===== src/rtl/core/tmr_ram.sv =====
module tmr_ram #(
  parameter int WIDTH = 8,
  parameter int DEPTH = 256
) (
  input  logic                     clk,
  input  logic                     we,
  input  logic [$clog2(DEPTH)-1:0] waddr,
  input  logic [WIDTH-1:0]         wdata,
  input  logic [$clog2(DEPTH)-1:0] raddr,
  output logic [WIDTH-1:0]         rdata
);

  logic [WIDTH-1:0] mem [DEPTH];
  logic [WIDTH-1:0] rdata_r;

  always_ff @(posedge clk) begin
    if (we) begin
      mem[waddr] <= wdata;
    end
    rdata_r <= mem[raddr];
  end

  assign rdata = rdata_r;

endmodule


===== config.mk =====
export PLATFORM = sky130hd
export DESIGN_NAME = tmr_ram
export DESIGN_NICKNAME = d
export VERILOG_FILES = /design/src/rtl/core/tmr_ram.sv
export SDC_FILE = /design/constraint.sdc
export NUM_CORES = 2
export LEC_CHECK = 0
export BUFFER_PORTS_ARGS = -buffer_cell sky130_fd_sc_hd__buf_4
export CAP_MARGIN = 20
export CORE_MARGIN = 3
export CORE_UTILIZATION = 55
export DETAILED_ROUTE_END_ITERATION = 16
export PLACE_DENSITY_LB_ADDON = 0.3
export SYNTH_ARGS = -nofsm -noshare
export SYNTH_HDL_FRONTEND = slang
export SYNTH_SLANG_ARGS = --single-unit

===== constraint.sdc =====
create_clock -name clk -period 2.6 [get_ports clk]
set_input_delay 0.26 -clock clk [delete_from_list [all_inputs] [get_ports clk]]
set_output_delay 0.26 -clock clk [all_outputs]
set_load 0.1 [all_outputs]

# Word-level counts from Yosys, hierarchy flattened

Memory sizes are Yosys's and may differ from the RTL's. A register that Yosys moved wholly into a read port is not among the register bits.
Cells that the tools add are included.
W data, S select, Z words.

Flip-flop bits (word level): 0
Bits in writable memories: 2048
Output and inout bits: 8
Memories: 1

Memory list:

| memory | depth | width | rd ports | clocked after Yosys merged registers in | write ports | RTL line | RTL |
|---|---|---|---|---|---|---|---|
| mem    | 256   | 8     | 1        | 1                                       | 1           | 13       | `logic [WIDTH-1:0] mem [DEPTH];` |

Multiplexer cells: 2

Operators with widths:

| cell    | count |
|---|---|
| $mux W1 | 2 |

# Depth between registers and ports, before layout

Depth after elaboration: 2
Mapped depth: 11
Depth with buffers taken out: 6

# Worst setup path after synthesis

OpenSTA, ideal clock, no wires.

Path type: input port to flip-flop
Start: input raddr[0]
End: register rdata_r[2] (netlist: rdata[2]), read port of mem
Arrival: 2.067 ns
Slack: 0.402 ns
Stages: 9
Path buffers: 4
Path through: buf_6 > buf_12 > buf_8 > buf_2 > mux4_2 > a22oi_1 > a21oi_1 > nor4_1 > nor4_2

RTL lines:

| item            | RTL line | RTL |
|---|---|---|
| start, declared | 9        | `input logic [$clog2(DEPTH)-1:0] raddr,` |
| end, declared   | 14       | `logic [WIDTH-1:0] rdata_r;` |

==> summary.md <==
| Metric | Value |
|---|---|
| Synth top area cells | `edfxtp_1 77%, mux4_2 13%, mux2i_1 1.7%` |
| Buffers & Inverters on Critical Path | `5` |
| GR Util All Layers | `27.1%` |
| Clk_lat worst skew | `0.82 ns` |
| Crit share post-route | `between 90% and 100%` |
| CP arrival | `between 3 and 4 ns` |
| Vias/cell | `between 6 and 7` |
| Setup crit start kind | `input port` |
| PD cells | `732 mW/mm^2` |
| Synth Register Bits | `2,056` |
| Die area | `approximately 0.15 sq mm` |
| Unrepaired setup endpoints after global routing | `no` |
| WL met2 | `93,900 microns` |
| Number of global-route vias before repair | `41,600` |
| Initial Utilization | `55.8%` |
| Clock Path Buffers | `3` |
| TritonCTS clock tree | `done` |
| Largest area contributor in the synthesized netlist | `edfxtp_1` |
| Area Growth Syn to Fin | `16.7%` |
| WHS | `approximately 0.065 ns` |
| Worst r2r src | `mem[140][7]` |
| Syn Nets | `3,759` |
| Met3 WL | `around 21,000 microns` |
| Finished Layout Cells | `6,465` |
| Gpl congestion | `roughly 0.9` |
| Mapped Area | `0.0796 sq mm` |
| Count leader, synth | `edfxtp_1` |
| Via count | `41,700` |
| Critical path endpoint category | `register` |
| Post-synth top cells | `2,048 x edfxtp_1, 454 x mux4_2, 282 x nor2_1, 134 x mux2i_1, 133 x a22oi_1` |
| Nets | `4,435` |
| Initial antenna violation count | `7` |
| CP required | `around 3.3 ns` |
| IO Count | `34` |
| DP HPWL | `~130,000 microns` |
| Worst slew pin tran | `between 1 and 1.5 ns` |
| Grt total ovfl | `0` |
| Dpl cells | `6,096` |
| CTS buffer count | `~200` |
| Static Leakage | `0.0301 uW` |
| Min-delay src | `wdata[2]` |
| Final WL | `198,000 microns` |
| Critical-path top delay cell | `nor3_1` |
| H-tree depth | `4` |
| Yosys Warn Count | `0` |
| Crit path time final | `2.57 ns` |
| EDFF count, synth | `2,048` |
| Most used cell, CP | `buf_4` |
| Mapped Cells | `3,733` |
| Top Metal Used | `met5` |
| CP delay by family, top | `buffers and inverters` |
| Share of layout cells above drive strength 1 | `a little under a third` |
| Global-route wire length before repair | `approximately 290,000 microns` |
| Die height | `386 microns` |
| Sequential area share after synthesis | `77.5%` |
| DP Worst Slack | `-0.803 ns` |
| Std-Cell Rows | `138` |
| Synth unique cells | `55` |
| Setup violations, final | `0` |
| Status | `completed` |
| Async SR Flop Fraction | `0%` |
| Max-cap violations | `0` |
| Clk_skew | `0.0250 ns` |
| Peak Freq | `a little under 400 MHz` |
| Crit-path max FO | `21` |
| # port buffers | `33` |
| Drt first-iter violations | `5,766` |
| Crit path kind | `input port to register` |
| Worst setup margin | `approximately 0.027 ns` |
| CP cell instances | `buf_8, buf_4, buf_12, buf_4, mux4_2, o22a_1, o21ai_0, buf_4, a2111oi_2, nor3_1, nor4_1` |
| CP Launch Point | `raddr[0]` |
| Worst min path class | `input port to register` |
| Area share of the largest cell type after synthesis | `77.3%` |
| Core footprint | `0.143 sq mm` |
| Dominant register cell in the synthesized netlist | `edfxtp_1` |
| Root buffer cell | `clkbuf_16` |
| Max-slew headroom | `31.3%` |
| Final slew viol count | `0` |
| Met1 WL | `76,600 microns` |
| Fin. Hold Viols | `0` |
| Worst vdd ir | `a little under 0.8 mV` |
| Post-Syn Area per Cell | `approximately 21 sq um` |
| Horiz. Die Dim | `approximately 390 microns` |
| Pin count of the biggest net entering global routing | `104` |
| Clock Sinks | `2,056` |
| Drt wl/cell | `around 30 microns` |
| CP max stage delay | `~0.8 ns` |
| Setup Buffers After CTS | `0` |
| DR pass1 iterations | `6` |
| Clock Pin Slew Worst Setup and Hold Paths | `0.06 ns` |
| Post-route ant nets | `0` |
| Residual DRC | `0` |
-- power by group --
part | switching (uW) | internal [uW] | leakage (uW)
registers | 79.5 | 36500 | 0.0185
clock network | 12000 | 15400 | 0.00299
logic | 2420 | 1510 | 0.00867
-- through the flow --
step	total power [uW]	setup TNS [ns]	utilization, %	instance area (sq um)
CTS	68300	0	65.1	92800
global placement	41100	-5.52	60.7	86600
finish	67900	0	65.1	92800
detailed placement	41200	-4.98	60.7	86600
global route	69700	0	65.1	92800
floorplan	39200	0	-	79600
-- cells by family (layout without fill, tap and decap cells) --
kind of cell    Yosys count  count (layout)  share of synthesized area (%)
compound gates          385             385                           3.42
buf+inv                 235            1073                           1.83
flops                  2056            2056                           77.5
mux                     591             591                           14.6
other cells               0               4                              0
simple gates            466             466                           2.63
-- final timing paths --
path | endpoint | slack [ns] | cells after the start
max | rdata[7] | 0.03 | 11
min | mem[78][2] | 0.06 | 1
max reg2reg | rdata[7] | 0.04 | 6
min reg2reg | rdata[5] | 1.05 | 7
-- timing repair --
item,in CTS,in global routing
hold buffers,5,0
setup endpoints to repair,2,2
resized for setup,2,2
endpoints found under the hold margin,207,0
-- metal layers --
layer,up-vias,track usage (%)
met4,2,9.47
li1,17100,-
met2,2386,41.6
met1,21800,39.4
met3,381,5.60
met5,-,0
-- cell usage in the layout, fill, tap and decap left out, types with 15 or more instances in the layout --
cell	synthesis	routed
nand3_1	34	34
clkinv_2	0	32
o221ai_1	46	46
mux4_2	454	454
a22oi_1	133	133
bufinv_16	0	15
a211oi_1	16	16
nor3_1	22	21
o22ai_1	28	28
clkbuf_16	0	198
edfxtp_1	2048	2048
nor2_1	282	279
a21oi_1	96	96
clkbuf_1	111	43
nor4_1	24	20
clkinv_1	1	54
buf_12	8	58
mux2i_1	134	134
nor2b_1	31	28
nand2_1	33	33
buf_4	27	638
-- flip-flops by register name (all words and copies together), names as in the netlist --
name / cells
rdata: 8
mem: 2048
-- final cells by class --
class	count	area [sq um]
Antenna cell	4	10.0
Clock buffer	241	5120
Clock inverter	119	1000
Fill cell	9306	49800
Inverter	2	7.51
Multi-Input combinational cell	1442	16500
Sequential cell	2056	61700
Tap cell	1890	2360
Timing Repair Buffer	711	6140
Power figures use the tool's default switching activity.
